[src/hdl/rmsm_pkg.sv]
`default_nettype none

package rmsm_pkg;

  // defaults of the top level parameters
  localparam int PHASE_COUNT_DEF = 3;
  localparam int ADC_BITS_DEF    = 10;
  localparam int MAX_WINDOW_DEF  = 1024;

  // fixed field widths
  localparam int PHASE_W    = 2;
  localparam int OUT_W      = 14;
  localparam int CNT_CFG_W  = 11;
  localparam int GAIN_W     = 24;
  localparam int FLOOR_W    = 14;
  localparam int GAIN_FRAC  = 20;
  localparam int OFS_W      = 22;
  localparam int CFG_IDX_W  = 3;
  localparam int CFG_DATA_W = 24;

  // configuration register indexes
  localparam logic [CFG_IDX_W-1:0] CFG_WINDOW      = 3'd0;
  localparam logic [CFG_IDX_W-1:0] CFG_CAL_SAMPLES = 3'd1;
  localparam logic [CFG_IDX_W-1:0] CFG_VOLT_GAIN   = 3'd2;
  localparam logic [CFG_IDX_W-1:0] CFG_CURR_GAIN   = 3'd3;
  localparam logic [CFG_IDX_W-1:0] CFG_VOLT_FLOOR  = 3'd4;
  localparam logic [CFG_IDX_W-1:0] CFG_CURR_FLOOR  = 3'd5;

  // configuration reset values
  localparam logic [CNT_CFG_W-1:0] WINDOW_RST      = 11'd400;
  localparam logic [CNT_CFG_W-1:0] CAL_SAMPLES_RST = 11'd1000;
  localparam logic [GAIN_W-1:0]    VOLT_GAIN_RST   = 24'd866740;
  localparam logic [GAIN_W-1:0]    CURR_GAIN_RST   = 24'd485326;
  localparam logic [FLOOR_W-1:0]   VOLT_FLOOR_RST  = 14'd50;
  localparam logic [FLOOR_W-1:0]   CURR_FLOOR_RST  = 14'd8;

  // command and result kind codes
  localparam logic MODE_CAL  = 1'b0;
  localparam logic MODE_MEAS = 1'b1;

  typedef enum logic [1:0] {
    ALU_MUL,
    ALU_DIV,
    ALU_SQRT
  } alu_op_t;

  typedef enum logic [3:0] {
    ST_IDLE,
    ST_ACC_CAL,
    ST_CAL_DV,
    ST_CAL_DI,
    ST_SQ_V,
    ST_SQ_I,
    ST_DIV_V,
    ST_SQRT_V,
    ST_GAIN_V,
    ST_DIV_I,
    ST_SQRT_I,
    ST_GAIN_I,
    ST_EMIT
  } state_t;

endpackage

`default_nettype wire

[src/hdl/three_phase_rms_meter.sv]
`default_nettype none

// Three-phase true RMS meter. Each input word carries a voltage and a current
// ADC code tagged with a phase. Command 0 words are averaged per phase into
// zero offsets (4 fractional bits); after calibration_samples of them a result
// word of kind 0 reports the new offsets. Command 1 words have the offsets
// removed and their squared deviations summed per phase; after window_samples
// of them a result word of kind 1 reports RMS voltage in 0.1 V and RMS current
// in 0.01 A, saturated at 16383 and forced to zero below the floors. Switching
// command clears every sum and counter; a phase at or above PHASE_COUNT is
// dropped without a result. All arithmetic runs on one shared radix-2 unit
// (multiply, divide, square root, one bit per cycle), so one word is handled
// at a time and in_ready is low meanwhile. With default parameters a
// measurement word needs two 22-step squarings; a word that closes a window
// also needs per channel a 56-step divide, a 28-step square root and a
// 24-step gain multiply. A word that closes the calibration also needs two
// 56-step divides. A finished result waits in the output register while the
// next word is already taken in. Config writes are always accepted.
module three_phase_rms_meter #(
  parameter int PHASE_COUNT = rmsm_pkg::PHASE_COUNT_DEF,
  parameter int ADC_BITS    = rmsm_pkg::ADC_BITS_DEF,
  parameter int MAX_WINDOW  = rmsm_pkg::MAX_WINDOW_DEF
) (
  input  wire                               clk,
  input  wire                               rst_n,
  // config write channel
  input  wire                               cfg_valid,
  output logic                              cfg_ready,
  input  wire  [rmsm_pkg::CFG_IDX_W-1:0]    cfg_index,
  input  wire  [rmsm_pkg::CFG_DATA_W-1:0]   cfg_data,
  // sample channel
  input  wire                               in_valid,
  output logic                              in_ready,
  input  wire                               in_command,
  input  wire  [rmsm_pkg::PHASE_W-1:0]      in_phase,
  input  wire  [ADC_BITS-1:0]               in_voltage_code,
  input  wire  [ADC_BITS-1:0]               in_current_code,
  // result channel
  output logic                              out_valid,
  input  wire                               out_ready,
  output logic                              out_result_kind,
  output logic [rmsm_pkg::PHASE_W-1:0]      out_result_phase,
  output logic [rmsm_pkg::OUT_W-1:0]        out_voltage_rms,
  output logic [rmsm_pkg::OUT_W-1:0]        out_current_rms
);

  localparam int CNT_W  = $clog2(MAX_WINDOW + 1);
  localparam int PH_W   = (PHASE_COUNT > 1) ? $clog2(PHASE_COUNT) : 1;
  localparam int CAL_W  = ADC_BITS + CNT_W;               // calibration sum
  localparam int OFS_W  = rmsm_pkg::OFS_W;
  localparam int SQ_W   = 2 * OFS_W;                      // one squared deviation
  localparam int SQS_W  = SQ_W + CNT_W;                   // square sum
  localparam int DATA_W = 2 * ((SQS_W + 1) / 2);          // even, for bit-pair sqrt
  localparam int STEP_W = $clog2(DATA_W + 1);
  localparam int VAL_W  = DATA_W - rmsm_pkg::GAIN_FRAC;
  localparam int OUT_W  = rmsm_pkg::OUT_W;
  localparam logic [OFS_W-1:0] OFS_RST = OFS_W'(64'd1 << (ADC_BITS + 3));

  // configuration registers
  logic [rmsm_pkg::CNT_CFG_W-1:0] win_r, win_nxt;
  logic [rmsm_pkg::CNT_CFG_W-1:0] cal_n_r, cal_n_nxt;
  logic [rmsm_pkg::GAIN_W-1:0]    v_gain_r, v_gain_nxt;
  logic [rmsm_pkg::GAIN_W-1:0]    i_gain_r, i_gain_nxt;
  logic [rmsm_pkg::FLOOR_W-1:0]   v_floor_r, v_floor_nxt;
  logic [rmsm_pkg::FLOOR_W-1:0]   i_floor_r, i_floor_nxt;

  // per-phase state
  logic [OFS_W-1:0] v_ofs_r [PHASE_COUNT];
  logic [OFS_W-1:0] v_ofs_nxt [PHASE_COUNT];
  logic [OFS_W-1:0] i_ofs_r [PHASE_COUNT];
  logic [OFS_W-1:0] i_ofs_nxt [PHASE_COUNT];
  logic [SQS_W-1:0] v_sq_r [PHASE_COUNT];
  logic [SQS_W-1:0] v_sq_nxt [PHASE_COUNT];
  logic [SQS_W-1:0] i_sq_r [PHASE_COUNT];
  logic [SQS_W-1:0] i_sq_nxt [PHASE_COUNT];
  logic [CAL_W-1:0] v_cal_r [PHASE_COUNT];
  logic [CAL_W-1:0] v_cal_nxt [PHASE_COUNT];
  logic [CAL_W-1:0] i_cal_r [PHASE_COUNT];
  logic [CAL_W-1:0] i_cal_nxt [PHASE_COUNT];
  logic [CNT_W-1:0] cnt_r [PHASE_COUNT];
  logic [CNT_W-1:0] cnt_nxt [PHASE_COUNT];
  logic             last_mode_r, last_mode_nxt;

  // sequencer
  rmsm_pkg::state_t state_r, state_nxt;
  logic             go_r, go_nxt;

  // latched word and intermediate values
  logic                         cmd_r, cmd_nxt;
  logic [rmsm_pkg::PHASE_W-1:0] ph_r, ph_nxt;
  logic [ADC_BITS-1:0]          vc_r, vc_nxt;
  logic [ADC_BITS-1:0]          ic_r, ic_nxt;
  logic [SQ_W-1:0]              sq_v_r, sq_v_nxt;
  logic [OFS_W-1:0]             ofs_tmp_r, ofs_tmp_nxt;
  logic [OUT_W-1:0]             res_v_r, res_v_nxt;
  logic [OUT_W-1:0]             res_i_r, res_i_nxt;

  // output register
  logic                         out_valid_r, out_valid_nxt;
  logic                         out_kind_r, out_kind_nxt;
  logic [rmsm_pkg::PHASE_W-1:0] out_phase_r, out_phase_nxt;
  logic [OUT_W-1:0]             out_v_r, out_v_nxt;
  logic [OUT_W-1:0]             out_i_r, out_i_nxt;

  // shared unit
  logic                alu_start;
  rmsm_pkg::alu_op_t   alu_op;
  logic [DATA_W-1:0]   alu_a, alu_b;
  logic [STEP_W-1:0]   alu_steps;
  logic                alu_busy, alu_done;
  logic [DATA_W-1:0]   alu_res;

  // helpers
  logic [PH_W-1:0]  p;
  logic             in_acc;
  logic             ph_ok;
  logic [CNT_W-1:0] n_win, n_cal, cnt_inc;
  logic [OFS_W-1:0] code_v, code_i, dev_v, dev_i;
  logic [VAL_W-1:0] val;
  logic [OUT_W-1:0] val_sat, val_out, floor_sel;

  assign p        = PH_W'(ph_r);
  assign in_ready = (state_r == rmsm_pkg::ST_IDLE);
  assign in_acc   = in_valid && in_ready;
  assign ph_ok    = (32'(in_phase) < PHASE_COUNT);
  assign cfg_ready = 1'b1;

  // zero counts act as one, large counts clip at the window limit
  assign n_win = (win_r == '0) ? CNT_W'(1) :
                 (32'(win_r) > MAX_WINDOW) ? CNT_W'(MAX_WINDOW) : CNT_W'(win_r);
  assign n_cal = (cal_n_r == '0) ? CNT_W'(1) :
                 (32'(cal_n_r) > MAX_WINDOW) ? CNT_W'(MAX_WINDOW) : CNT_W'(cal_n_r);
  assign cnt_inc = cnt_r[p] + 1'b1;

  // deviation from the zero offset, both in Q.4
  assign code_v = OFS_W'({vc_r, 4'b0000});
  assign code_i = OFS_W'({ic_r, 4'b0000});
  assign dev_v  = (code_v >= v_ofs_r[p]) ? (code_v - v_ofs_r[p]) : (v_ofs_r[p] - code_v);
  assign dev_i  = (code_i >= i_ofs_r[p]) ? (code_i - i_ofs_r[p]) : (i_ofs_r[p] - code_i);

  // gain product back to output units, saturate, then floor
  assign floor_sel = (state_r == rmsm_pkg::ST_GAIN_I) ? i_floor_r : v_floor_r;
  assign val       = alu_res[DATA_W-1:rmsm_pkg::GAIN_FRAC];
  assign val_sat   = (val[VAL_W-1:OUT_W] != '0) ? {OUT_W{1'b1}} : val[OUT_W-1:0];
  assign val_out   = (val_sat < floor_sel) ? '0 : val_sat;

  rmsm_alu #(
    .DATA_W (DATA_W)
  ) u_alu (
    .clk    (clk),
    .rst_n  (rst_n),
    .start  (alu_start),
    .op     (alu_op),
    .a      (alu_a),
    .b      (alu_b),
    .steps  (alu_steps),
    .busy   (alu_busy),
    .done   (alu_done),
    .result (alu_res)
  );

  always_comb begin
    state_nxt     = state_r;
    win_nxt       = win_r;
    cal_n_nxt     = cal_n_r;
    v_gain_nxt    = v_gain_r;
    i_gain_nxt    = i_gain_r;
    v_floor_nxt   = v_floor_r;
    i_floor_nxt   = i_floor_r;
    v_ofs_nxt     = v_ofs_r;
    i_ofs_nxt     = i_ofs_r;
    v_sq_nxt      = v_sq_r;
    i_sq_nxt      = i_sq_r;
    v_cal_nxt     = v_cal_r;
    i_cal_nxt     = i_cal_r;
    cnt_nxt       = cnt_r;
    last_mode_nxt = last_mode_r;
    cmd_nxt       = cmd_r;
    ph_nxt        = ph_r;
    vc_nxt        = vc_r;
    ic_nxt        = ic_r;
    sq_v_nxt      = sq_v_r;
    ofs_tmp_nxt   = ofs_tmp_r;
    res_v_nxt     = res_v_r;
    res_i_nxt     = res_i_r;
    out_valid_nxt = out_valid_r && !out_ready;
    out_kind_nxt  = out_kind_r;
    out_phase_nxt = out_phase_r;
    out_v_nxt     = out_v_r;
    out_i_nxt     = out_i_r;
    alu_start     = go_r;
    alu_op        = rmsm_pkg::ALU_MUL;
    alu_a         = '0;
    alu_b         = '0;
    alu_steps     = STEP_W'(OFS_W);

    // config writes land at once
    if (cfg_valid) begin
      case (cfg_index)
        rmsm_pkg::CFG_WINDOW:      win_nxt     = cfg_data[rmsm_pkg::CNT_CFG_W-1:0];
        rmsm_pkg::CFG_CAL_SAMPLES: cal_n_nxt   = cfg_data[rmsm_pkg::CNT_CFG_W-1:0];
        rmsm_pkg::CFG_VOLT_GAIN:   v_gain_nxt  = cfg_data[rmsm_pkg::GAIN_W-1:0];
        rmsm_pkg::CFG_CURR_GAIN:   i_gain_nxt  = cfg_data[rmsm_pkg::GAIN_W-1:0];
        rmsm_pkg::CFG_VOLT_FLOOR:  v_floor_nxt = cfg_data[rmsm_pkg::FLOOR_W-1:0];
        rmsm_pkg::CFG_CURR_FLOOR:  i_floor_nxt = cfg_data[rmsm_pkg::FLOOR_W-1:0];
        default: ;
      endcase
    end

    case (state_r)
      rmsm_pkg::ST_IDLE: begin
        if (in_acc && ph_ok) begin
          cmd_nxt = in_command;
          ph_nxt  = in_phase;
          vc_nxt  = in_voltage_code;
          ic_nxt  = in_current_code;
          // mode change wipes all running sums and counters
          if (in_command != last_mode_r) begin
            last_mode_nxt = in_command;
            for (int k = 0; k < PHASE_COUNT; k++) begin
              v_sq_nxt[k]  = '0;
              i_sq_nxt[k]  = '0;
              v_cal_nxt[k] = '0;
              i_cal_nxt[k] = '0;
              cnt_nxt[k]   = '0;
            end
          end
          state_nxt = (in_command == rmsm_pkg::MODE_CAL) ? rmsm_pkg::ST_ACC_CAL
                                                         : rmsm_pkg::ST_SQ_V;
        end
      end

      rmsm_pkg::ST_ACC_CAL: begin
        v_cal_nxt[p] = v_cal_r[p] + CAL_W'(vc_r);
        i_cal_nxt[p] = i_cal_r[p] + CAL_W'(ic_r);
        cnt_nxt[p]   = cnt_inc;
        state_nxt    = (cnt_inc < n_cal) ? rmsm_pkg::ST_IDLE : rmsm_pkg::ST_CAL_DV;
      end

      rmsm_pkg::ST_CAL_DV: begin
        alu_op    = rmsm_pkg::ALU_DIV;
        alu_a     = DATA_W'({v_cal_r[p], 4'b0000});
        alu_b     = DATA_W'(n_cal);
        alu_steps = STEP_W'(DATA_W);
        if (alu_done) begin
          ofs_tmp_nxt = alu_res[OFS_W-1:0];
          state_nxt   = rmsm_pkg::ST_CAL_DI;
        end
      end

      rmsm_pkg::ST_CAL_DI: begin
        alu_op    = rmsm_pkg::ALU_DIV;
        alu_a     = DATA_W'({i_cal_r[p], 4'b0000});
        alu_b     = DATA_W'(n_cal);
        alu_steps = STEP_W'(DATA_W);
        if (alu_done) begin
          v_ofs_nxt[p] = ofs_tmp_r;
          i_ofs_nxt[p] = alu_res[OFS_W-1:0];
          v_cal_nxt[p] = '0;
          i_cal_nxt[p] = '0;
          cnt_nxt[p]   = '0;
          res_v_nxt    = ofs_tmp_r[OUT_W-1:0];
          res_i_nxt    = alu_res[OUT_W-1:0];
          state_nxt    = rmsm_pkg::ST_EMIT;
        end
      end

      rmsm_pkg::ST_SQ_V: begin
        alu_op    = rmsm_pkg::ALU_MUL;
        alu_a     = DATA_W'(dev_v);
        alu_b     = DATA_W'(dev_v);
        alu_steps = STEP_W'(OFS_W);
        if (alu_done) begin
          sq_v_nxt  = alu_res[SQ_W-1:0];
          state_nxt = rmsm_pkg::ST_SQ_I;
        end
      end

      rmsm_pkg::ST_SQ_I: begin
        alu_op    = rmsm_pkg::ALU_MUL;
        alu_a     = DATA_W'(dev_i);
        alu_b     = DATA_W'(dev_i);
        alu_steps = STEP_W'(OFS_W);
        if (alu_done) begin
          v_sq_nxt[p] = v_sq_r[p] + SQS_W'(sq_v_r);
          i_sq_nxt[p] = i_sq_r[p] + SQS_W'(alu_res[SQ_W-1:0]);
          cnt_nxt[p]  = cnt_inc;
          state_nxt   = (cnt_inc < n_win) ? rmsm_pkg::ST_IDLE : rmsm_pkg::ST_DIV_V;
        end
      end

      rmsm_pkg::ST_DIV_V: begin
        alu_op    = rmsm_pkg::ALU_DIV;
        alu_a     = DATA_W'(v_sq_r[p]);
        alu_b     = DATA_W'(n_win);
        alu_steps = STEP_W'(DATA_W);
        if (alu_done) begin
          state_nxt = rmsm_pkg::ST_SQRT_V;
        end
      end

      rmsm_pkg::ST_SQRT_V: begin
        alu_op    = rmsm_pkg::ALU_SQRT;
        alu_a     = alu_res;
        alu_steps = STEP_W'(DATA_W / 2);
        if (alu_done) begin
          state_nxt = rmsm_pkg::ST_GAIN_V;
        end
      end

      rmsm_pkg::ST_GAIN_V: begin
        alu_op    = rmsm_pkg::ALU_MUL;
        alu_a     = alu_res;
        alu_b     = DATA_W'(v_gain_r);
        alu_steps = STEP_W'(rmsm_pkg::GAIN_W);
        if (alu_done) begin
          res_v_nxt = val_out;
          state_nxt = rmsm_pkg::ST_DIV_I;
        end
      end

      rmsm_pkg::ST_DIV_I: begin
        alu_op    = rmsm_pkg::ALU_DIV;
        alu_a     = DATA_W'(i_sq_r[p]);
        alu_b     = DATA_W'(n_win);
        alu_steps = STEP_W'(DATA_W);
        if (alu_done) begin
          state_nxt = rmsm_pkg::ST_SQRT_I;
        end
      end

      rmsm_pkg::ST_SQRT_I: begin
        alu_op    = rmsm_pkg::ALU_SQRT;
        alu_a     = alu_res;
        alu_steps = STEP_W'(DATA_W / 2);
        if (alu_done) begin
          state_nxt = rmsm_pkg::ST_GAIN_I;
        end
      end

      rmsm_pkg::ST_GAIN_I: begin
        alu_op    = rmsm_pkg::ALU_MUL;
        alu_a     = alu_res;
        alu_b     = DATA_W'(i_gain_r);
        alu_steps = STEP_W'(rmsm_pkg::GAIN_W);
        if (alu_done) begin
          res_i_nxt   = val_out;
          v_sq_nxt[p] = '0;
          i_sq_nxt[p] = '0;
          cnt_nxt[p]  = '0;
          state_nxt   = rmsm_pkg::ST_EMIT;
        end
      end

      rmsm_pkg::ST_EMIT: begin
        // wait for the output register to free up
        if (!out_valid_r || out_ready) begin
          out_valid_nxt = 1'b1;
          out_kind_nxt  = cmd_r;
          out_phase_nxt = ph_r;
          out_v_nxt     = res_v_r;
          out_i_nxt     = res_i_r;
          state_nxt     = rmsm_pkg::ST_IDLE;
        end
      end

      default: begin
        state_nxt = rmsm_pkg::ST_IDLE;
      end
    endcase

    // one start pulse on entry to each unit operation
    go_nxt = (state_nxt != state_r) &&
             (state_nxt inside {rmsm_pkg::ST_CAL_DV, rmsm_pkg::ST_CAL_DI,
                                rmsm_pkg::ST_SQ_V, rmsm_pkg::ST_SQ_I,
                                rmsm_pkg::ST_DIV_V, rmsm_pkg::ST_SQRT_V,
                                rmsm_pkg::ST_GAIN_V, rmsm_pkg::ST_DIV_I,
                                rmsm_pkg::ST_SQRT_I, rmsm_pkg::ST_GAIN_I});
  end

  always_ff @(posedge clk) begin
    if (!rst_n) begin
      state_r     <= rmsm_pkg::ST_IDLE;
      go_r        <= 1'b0;
      win_r       <= rmsm_pkg::WINDOW_RST;
      cal_n_r     <= rmsm_pkg::CAL_SAMPLES_RST;
      v_gain_r    <= rmsm_pkg::VOLT_GAIN_RST;
      i_gain_r    <= rmsm_pkg::CURR_GAIN_RST;
      v_floor_r   <= rmsm_pkg::VOLT_FLOOR_RST;
      i_floor_r   <= rmsm_pkg::CURR_FLOOR_RST;
      last_mode_r <= rmsm_pkg::MODE_MEAS;
      out_valid_r <= 1'b0;
      for (int k = 0; k < PHASE_COUNT; k++) begin
        v_ofs_r[k] <= OFS_RST;
        i_ofs_r[k] <= OFS_RST;
        v_sq_r[k]  <= '0;
        i_sq_r[k]  <= '0;
        v_cal_r[k] <= '0;
        i_cal_r[k] <= '0;
        cnt_r[k]   <= '0;
      end
    end else begin
      state_r     <= state_nxt;
      go_r        <= go_nxt;
      win_r       <= win_nxt;
      cal_n_r     <= cal_n_nxt;
      v_gain_r    <= v_gain_nxt;
      i_gain_r    <= i_gain_nxt;
      v_floor_r   <= v_floor_nxt;
      i_floor_r   <= i_floor_nxt;
      last_mode_r <= last_mode_nxt;
      out_valid_r <= out_valid_nxt;
      v_ofs_r     <= v_ofs_nxt;
      i_ofs_r     <= i_ofs_nxt;
      v_sq_r      <= v_sq_nxt;
      i_sq_r      <= i_sq_nxt;
      v_cal_r     <= v_cal_nxt;
      i_cal_r     <= i_cal_nxt;
      cnt_r       <= cnt_nxt;
    end
  end

  // payload, no reset needed
  always_ff @(posedge clk) begin
    cmd_r       <= cmd_nxt;
    ph_r        <= ph_nxt;
    vc_r        <= vc_nxt;
    ic_r        <= ic_nxt;
    sq_v_r      <= sq_v_nxt;
    ofs_tmp_r   <= ofs_tmp_nxt;
    res_v_r     <= res_v_nxt;
    res_i_r     <= res_i_nxt;
    out_kind_r  <= out_kind_nxt;
    out_phase_r <= out_phase_nxt;
    out_v_r     <= out_v_nxt;
    out_i_r     <= out_i_nxt;
  end

  assign out_valid        = out_valid_r;
  assign out_result_kind  = out_kind_r;
  assign out_result_phase = out_phase_r;
  assign out_voltage_rms  = out_v_r;
  assign out_current_rms  = out_i_r;

  // unit only started while idle
  a_start_idle: assert property (@(posedge clk) disable iff (!rst_n)
    alu_start |-> !alu_busy)
    else $error("shared unit started while busy");

  // unit completions only show up in a state that waits for one
  a_done_state: assert property (@(posedge clk) disable iff (!rst_n)
    alu_done |-> (state_r == rmsm_pkg::ST_CAL_DV || state_r == rmsm_pkg::ST_CAL_DI ||
                  state_r == rmsm_pkg::ST_SQ_V   || state_r == rmsm_pkg::ST_SQ_I   ||
                  state_r == rmsm_pkg::ST_DIV_V  || state_r == rmsm_pkg::ST_SQRT_V ||
                  state_r == rmsm_pkg::ST_GAIN_V || state_r == rmsm_pkg::ST_DIV_I  ||
                  state_r == rmsm_pkg::ST_SQRT_I || state_r == rmsm_pkg::ST_GAIN_I))
    else $error("unit done outside an operation state");

  // a word on a valid phase always starts processing
  a_accept_busy: assert property (@(posedge clk) disable iff (!rst_n)
    (in_valid && in_ready && ph_ok) |=> !in_ready)
    else $error("accepted word was not processed");

  // the phase counter never passes the window limit
  a_cnt_bound: assert property (@(posedge clk) disable iff (!rst_n)
    (state_r != rmsm_pkg::ST_IDLE) |-> (32'(cnt_r[p]) <= MAX_WINDOW))
    else $error("sample counter past window limit");

endmodule

`default_nettype wire

[src/hdl/rmsm_alu.sv]
`default_nettype none

// shared radix-2 unit: shift-add multiply, restoring divide, bit-pair square root
module rmsm_alu #(
  parameter int DATA_W = 56
) (
  input  wire                         clk,
  input  wire                         rst_n,
  input  wire                         start,
  input  rmsm_pkg::alu_op_t           op,
  input  wire  [DATA_W-1:0]           a,
  input  wire  [DATA_W-1:0]           b,
  input  wire  [$clog2(DATA_W+1)-1:0] steps,
  output logic                        busy,
  output logic                        done,
  output logic [DATA_W-1:0]           result
);

  localparam int STEP_W = $clog2(DATA_W+1);

  logic                busy_r, busy_nxt;
  logic                done_r, done_nxt;
  logic [STEP_W-1:0]   cnt_r, cnt_nxt;
  rmsm_pkg::alu_op_t   op_r, op_nxt;
  logic [DATA_W-1:0]   acc_r, acc_nxt;
  logic [DATA_W-1:0]   quo_r, quo_nxt;
  logic [DATA_W-1:0]   aux_r, aux_nxt;

  logic [DATA_W-1:0]   opa, opb;
  logic                sub;
  logic [DATA_W:0]     sum_w;
  logic                carry;

  // the one adder, add or subtract with carry out as compare
  always_comb begin
    opa = acc_r;
    opb = aux_r;
    sub = 1'b0;
    case (op_r)
      rmsm_pkg::ALU_MUL: begin
        opa = acc_r;
        opb = aux_r;
        sub = 1'b0;
      end
      rmsm_pkg::ALU_DIV: begin
        opa = {acc_r[DATA_W-2:0], quo_r[DATA_W-1]};
        opb = aux_r;
        sub = 1'b1;
      end
      rmsm_pkg::ALU_SQRT: begin
        opa = {acc_r[DATA_W-3:0], quo_r[DATA_W-1:DATA_W-2]};
        opb = {aux_r[DATA_W-3:0], 2'b01};
        sub = 1'b1;
      end
      default: begin
        opa = acc_r;
        opb = aux_r;
        sub = 1'b0;
      end
    endcase
    sum_w = {1'b0, opa} + {1'b0, (sub ? ~opb : opb)} + {{DATA_W{1'b0}}, sub};
    carry = sum_w[DATA_W];
  end

  always_comb begin
    busy_nxt = busy_r;
    done_nxt = 1'b0;
    cnt_nxt  = cnt_r;
    op_nxt   = op_r;
    acc_nxt  = acc_r;
    quo_nxt  = quo_r;
    aux_nxt  = aux_r;
    if (start && !busy_r) begin
      busy_nxt = 1'b1;
      cnt_nxt  = steps;
      op_nxt   = op;
      acc_nxt  = '0;
      case (op)
        rmsm_pkg::ALU_MUL: begin
          quo_nxt = b;
          aux_nxt = a;
        end
        rmsm_pkg::ALU_DIV: begin
          quo_nxt = a;
          aux_nxt = b;
        end
        default: begin
          quo_nxt = a;
          aux_nxt = '0;
        end
      endcase
    end else if (busy_r) begin
      cnt_nxt = cnt_r - 1'b1;
      if (cnt_r == STEP_W'(1)) begin
        busy_nxt = 1'b0;
        done_nxt = 1'b1;
      end
      case (op_r)
        rmsm_pkg::ALU_MUL: begin
          if (quo_r[0]) begin
            acc_nxt = sum_w[DATA_W-1:0];
          end
          aux_nxt = aux_r << 1;
          quo_nxt = quo_r >> 1;
        end
        rmsm_pkg::ALU_DIV: begin
          acc_nxt = carry ? sum_w[DATA_W-1:0] : opa;
          quo_nxt = {quo_r[DATA_W-2:0], carry};
        end
        rmsm_pkg::ALU_SQRT: begin
          acc_nxt = carry ? sum_w[DATA_W-1:0] : opa;
          quo_nxt = quo_r << 2;
          aux_nxt = {aux_r[DATA_W-2:0], carry};
        end
        default: begin
          acc_nxt = acc_r;
        end
      endcase
    end
  end

  always_ff @(posedge clk) begin
    if (!rst_n) begin
      busy_r <= 1'b0;
      done_r <= 1'b0;
      cnt_r  <= '0;
      op_r   <= rmsm_pkg::ALU_MUL;
    end else begin
      busy_r <= busy_nxt;
      done_r <= done_nxt;
      cnt_r  <= cnt_nxt;
      op_r   <= op_nxt;
    end
  end

  always_ff @(posedge clk) begin
    acc_r <= acc_nxt;
    quo_r <= quo_nxt;
    aux_r <= aux_nxt;
  end

  always_comb begin
    case (op_r)
      rmsm_pkg::ALU_MUL:  result = acc_r;
      rmsm_pkg::ALU_DIV:  result = quo_r;
      rmsm_pkg::ALU_SQRT: result = aux_r;
      default:            result = acc_r;
    endcase
  end

  assign busy = busy_r;
  assign done = done_r;

endmodule

`default_nettype wire

[config.mk]
export PLATFORM = sky130hd
export DESIGN_NAME = three_phase_rms_meter
export DESIGN_NICKNAME = d
export VERILOG_FILES = /design/src/hdl/rmsm_pkg.sv /design/src/hdl/three_phase_rms_meter.sv /design/src/hdl/rmsm_alu.sv
export SDC_FILE = /design/constraint.sdc
export NUM_CORES = 2
export LEC_CHECK = 0
export BUFFER_PORTS_ARGS = -buffer_cell sky130_fd_sc_hd__buf_2
export CORE_UTILIZATION = 45
export CTS_CLUSTER_SIZE = 30
export DETAILED_ROUTE_END_ITERATION = 7
export GPL_ROUTABILITY_DRIVEN = 0
export SYNTH_ARGS = -nofsm -noshare
export SYNTH_HDL_FRONTEND = slang
export SYNTH_SLANG_ARGS = --single-unit
[constraint.sdc]
create_clock -name clk -period 8.6 [get_ports clk]
set_clock_uncertainty 0.1 [all_clocks]
set_input_delay 1.72 -clock clk [delete_from_list [all_inputs] [get_ports clk]]
set_output_delay 1.72 -clock clk [all_outputs]
set_load 0.03 [all_outputs]
==> results.txt <==
* Status: finished, violations left
- The checks that failed: DRC.
- The number of hold-slack violations in the final timing report was 0.
* Clock power frac: 0.337
- In this run the power spent charging and discharging nets is approximately 0.0052 W.
* Final-report setup violation count: 0
* Largest cells by area after synthesis: dfxtp_1, edfxtp_1, nand2_1, ha_1, o21ai_0
* Setup Buffers After CTS: 0
- Of the total power, the share spent switching nets is 0.354.
- Number of cells in the finished layout apart from fillers: 8834
- Across every metal layer, demand over resource in global routing totals 0.306.
- Number of instances resized during post-cts repair: 0
* Port Buf Inserts: 87
- WL/cell: approximately 24 microns
* Detail-routed via count per cell: about 6.2
- Drc violations: 12
- Adder and majority cell fraction of the synthesized area: 0.0527
- First-pass iteration count of the detailed router: 8
* Mapped Nets: 7459
- Category of the worst setup path launch point: flip-flop
- Fraction of the mapped netlist area in compound gates: 0.251
* HPWL Detailed: 149 mm
- LEAKAGE: 24.6 nW
- Register cell area after layout: 23700 sq um
- Number of synthesized register bits: 1052
* FFs w/ async S/R, synth: 0
- Count of routing violations after the opening detailed-route iteration: 6392
- From bottom edge to top edge, the die measures 369 microns.
* CP Data Required Time: 9.07 ns
- Mux contribution to synthesized area: 0.0510
- Transition time at the pin with the least slew margin: 1.21 ns
- For this run, the register share of the synthesized area comes to 0.390.
* Met1 WL: 90.7 mm
- Fraction of layout cells with a size suffix above 1: 0.0674
- The worst hold path belongs to the class flip-flop to flip-flop.
* Fill cell total of the finished layout: 12800
* Multi-input combinational cell area: between 30000 and 40000 sq um
- The critical path is of the flip-flop to flip-flop type.
- In this run the tightest slew margin relative to its limit is 0.173.
* Largest vdd supply drop: 175 uV
- Main combinational cell family by area after synthesis: compound AO/OA/AOI/OAI gates
- Summed over all layers, the global routing overflow is 0.
- TritonCTS built the clock tree.
- The worst setup path is captured at a flip-flop.
- For this block, the routed nets add up to 216 mm of wire.
- Count of cell types in the netlist: 84
- Final sum of negative setup slack: 0 ns
* Library cell occupying the most area in the post-synthesis netlist: dfxtp_1
* Placed Cells incl. Taps: between 8000 and 9000
- Min cycle time layout: 7.20 ns
- Critical path arrival: around 7.7 ns
- The first global-routing pass estimated 321 mm of wire.
* Die Wd: around 370 microns
- CTS Hold Bufs: 0
- Starting density of the core: 0.454
* Antenna violations before repair: 3
- The tool flagged a number of max-cap violations equal to 0.
- Leaving out fill and tap cells, the most frequent cells in the layout are nand2_1, dfxtp_1, o21ai_0, a21oi_1, a22oi_1.
- The region available for standard cell placement spans about 130000 sq um.
- The number of global-route vias before repair came to 50800.
* Combinational cell fraction of total power: 0.281
* Maximum clock path buffer count: 3
- Buffers inserted during clock tree synthesis total ~120.
- Maximum number of pins on one net before global-route repair: between 200 and 250
* RSZ-0062 raised after global routing: false
* Power density over the cells: 222 nW/um^2
- Met3 layer wire length in the routed design: approximately 16 mm
* CP Max Fanout: 144
- Tcrit/Tclk final: 0.837
- Of the total synthesized cell area, the portion taken by AND, OR, NAND and NOR gates is 0.171.
- CTS saw 1052 sinks.
- After the last flow step, the layout net total stands at 7274.
- The cell area that synthesis handed to floorplanning was 60600 sq um.
* Root buffer selected by CTS: clkbuf_16
- Relative contribution of sequential cells to total power: 0.383
- Mean area per synthesized cell: 8.48 sq um
- Clock latency on the worst-skew pair, taken at its later pin, is about 0.77 ns.
- Worst path setup slack after routing: 1.40 ns
- Of the total synthesized cell area, the portion taken by XOR and XNOR cells is 0.0415.
- The share of synthesized area in the top cell type comes to 0.261.
- In the detailed route, the total length drawn on met2 is slightly below 100 mm.
- Post-synthesis instance total: 7153
* Dominant synthesized flop cell: dfxtp_1
* Leading cell type in the layout, fill and taps excluded: nand2_1
* Post-Place Worst Slack: ~1.8 ns
* Total vias in the final route: 54700
- Count of antenna-violating nets left after detailed routing: 0
* Number of warnings printed during yosys synthesis: 0
- Level count of the clock H-tree: 3
* Cell-internal power: 0.00951 W
- Relative area change from synthesis to final layout: 9.22%
- Highest routing layer actually used: met5
* Number of I/O pins: between 80 and 90
- Max Clk Rate: 139 MHz
- The initialized floorplan defines 134 standard-cell rows.
* Clock transition at the registers of the reported paths: roughly 0.070 ns
- The number of max-slew violations in the final report was 0.
- Die footprint: between 100000 and 150000 sq um
- In this run, synthesis inferred 260 flip-flops with an integrated enable.
routing by layer:
| metal | vias to the layer above | track usage |
|---|---|---|
| met5 | - | 0 |
| li1 | 25400 | - |
| met3 | 488 | 0.0441 |
| met2 | 2386 | 0.484 |
| met1 | 26500 | 0.405 |
| met4 | 6 | 0.154 |
sequential cells by signal, indices dropped and copies added, names as in the netlist, 22 cells and up:
register and count:
v_ofs_r 66, i_cal_r 63, v_gain_r 24, v_cal_r 63, cnt_r 33, i_sq_r 165
ofs_tmp_r 22, i_ofs_r 66, sq_v_r 44, u_alu.aux_r 56, u_alu.acc_r 56, v_sq_r 165
u_alu.quo_r 56, i_gain_r 24
Yosys cell counts (139+ instances only):
| library cell | number |
|---|---|
| nand2_1 | 1231 |
| dfxtp_1 | 792 |
| o21ai_0 | 603 |
| clkbuf_1 | 410 |
| a21oi_1 | 403 |
| a22oi_1 | 313 |
| nor2_1 | 300 |
| mux2i_1 | 273 |
| nor2b_1 | 271 |
| edfxtp_1 | 260 |
| ha_1 | 244 |
| xnor2_1 | 188 |
| a21boi_0 | 173 |
| inv_1 | 151 |
| nand3_1 | 141 |
| a22o_1 | 139 |
cells by family after synthesis:
logic type / after synthesis
AOI/OAI and AO/OA: 2305
xor gates and xnor gates: 287
adders and majority gates: 251
buffers and inverters: 652
DFF: 1052
muxes: 305
other: 1
and+or+nand+nor: 2300
power by group through the flow:
stage          Combinational, W  Clock, W  Sequential (W)
3_3_place_gp            0.00401         0         0.00572
5_1_grt                 0.00439   0.00521         0.00564
2_1_floorplan           0.00271         0         0.00561
4_1_cts                 0.00404   0.00502         0.00561
6_report                0.00413   0.00495         0.00563
3_5_place_dp            0.00402         0         0.00572
worst max-delay path, cell delays in order, from the launching register on:
cell	delay [ns]
dfxtp_1	0.34
inv_1	0.18
ha_4	0.81
buf_12	0.52
nand2_1	0.13
nand3b_1	0.22
and2_1	0.18
fa_1	0.22
nand3_1	0.10
a21oi_1	0.32
o21ai_0	0.28
a2bb2oi_1	0.32
a21oi_1	0.26
nor4b_1	0.52
o311ai_1	0.14
and2_1	0.50
a21oi_2	0.97
buf_4	0.46
a221oi_1	0.12
stage by stage:
step	power [W]	util	hold WS, ns	cell area, sq um
floorplan	0.00832	-	0.300	60600
global placement	0.00973	0.468	0.302	62500
detailed placement	0.00974	0.468	0.306	62500
CTS	0.0147	0.496	0.322	66200
global route	0.0152	0.496	0.331	66200
finish	0.0147	0.496	0.323	66200
worst paths after layout:
check	from	endpoint	slack, ns	cells past startpoint
worst min-delay path	res_v_r[13]	out_voltage_rms[13]	0.32	0
worst min register to register	res_v_r[13]	out_voltage_rms[13]	0.32	0
worst max register to register	u_alu.op_r[0]	u_alu.acc_r[47]	1.40	18
worst max-delay path	u_alu.op_r[0]	u_alu.acc_r[47]	1.40	18
final cells by class:
cell class	instances	share of cell area
diodes	3	0.000113
inverters	153	0.00867
clock buffers	158	0.0488
well taps	1768	0.0334
repair buffers	197	0.0207
multi-input cells	5449	0.524
flip-flops and latches	1052	0.357
clock inverters	54	0.00746
(Power assumes the default switching activity.)
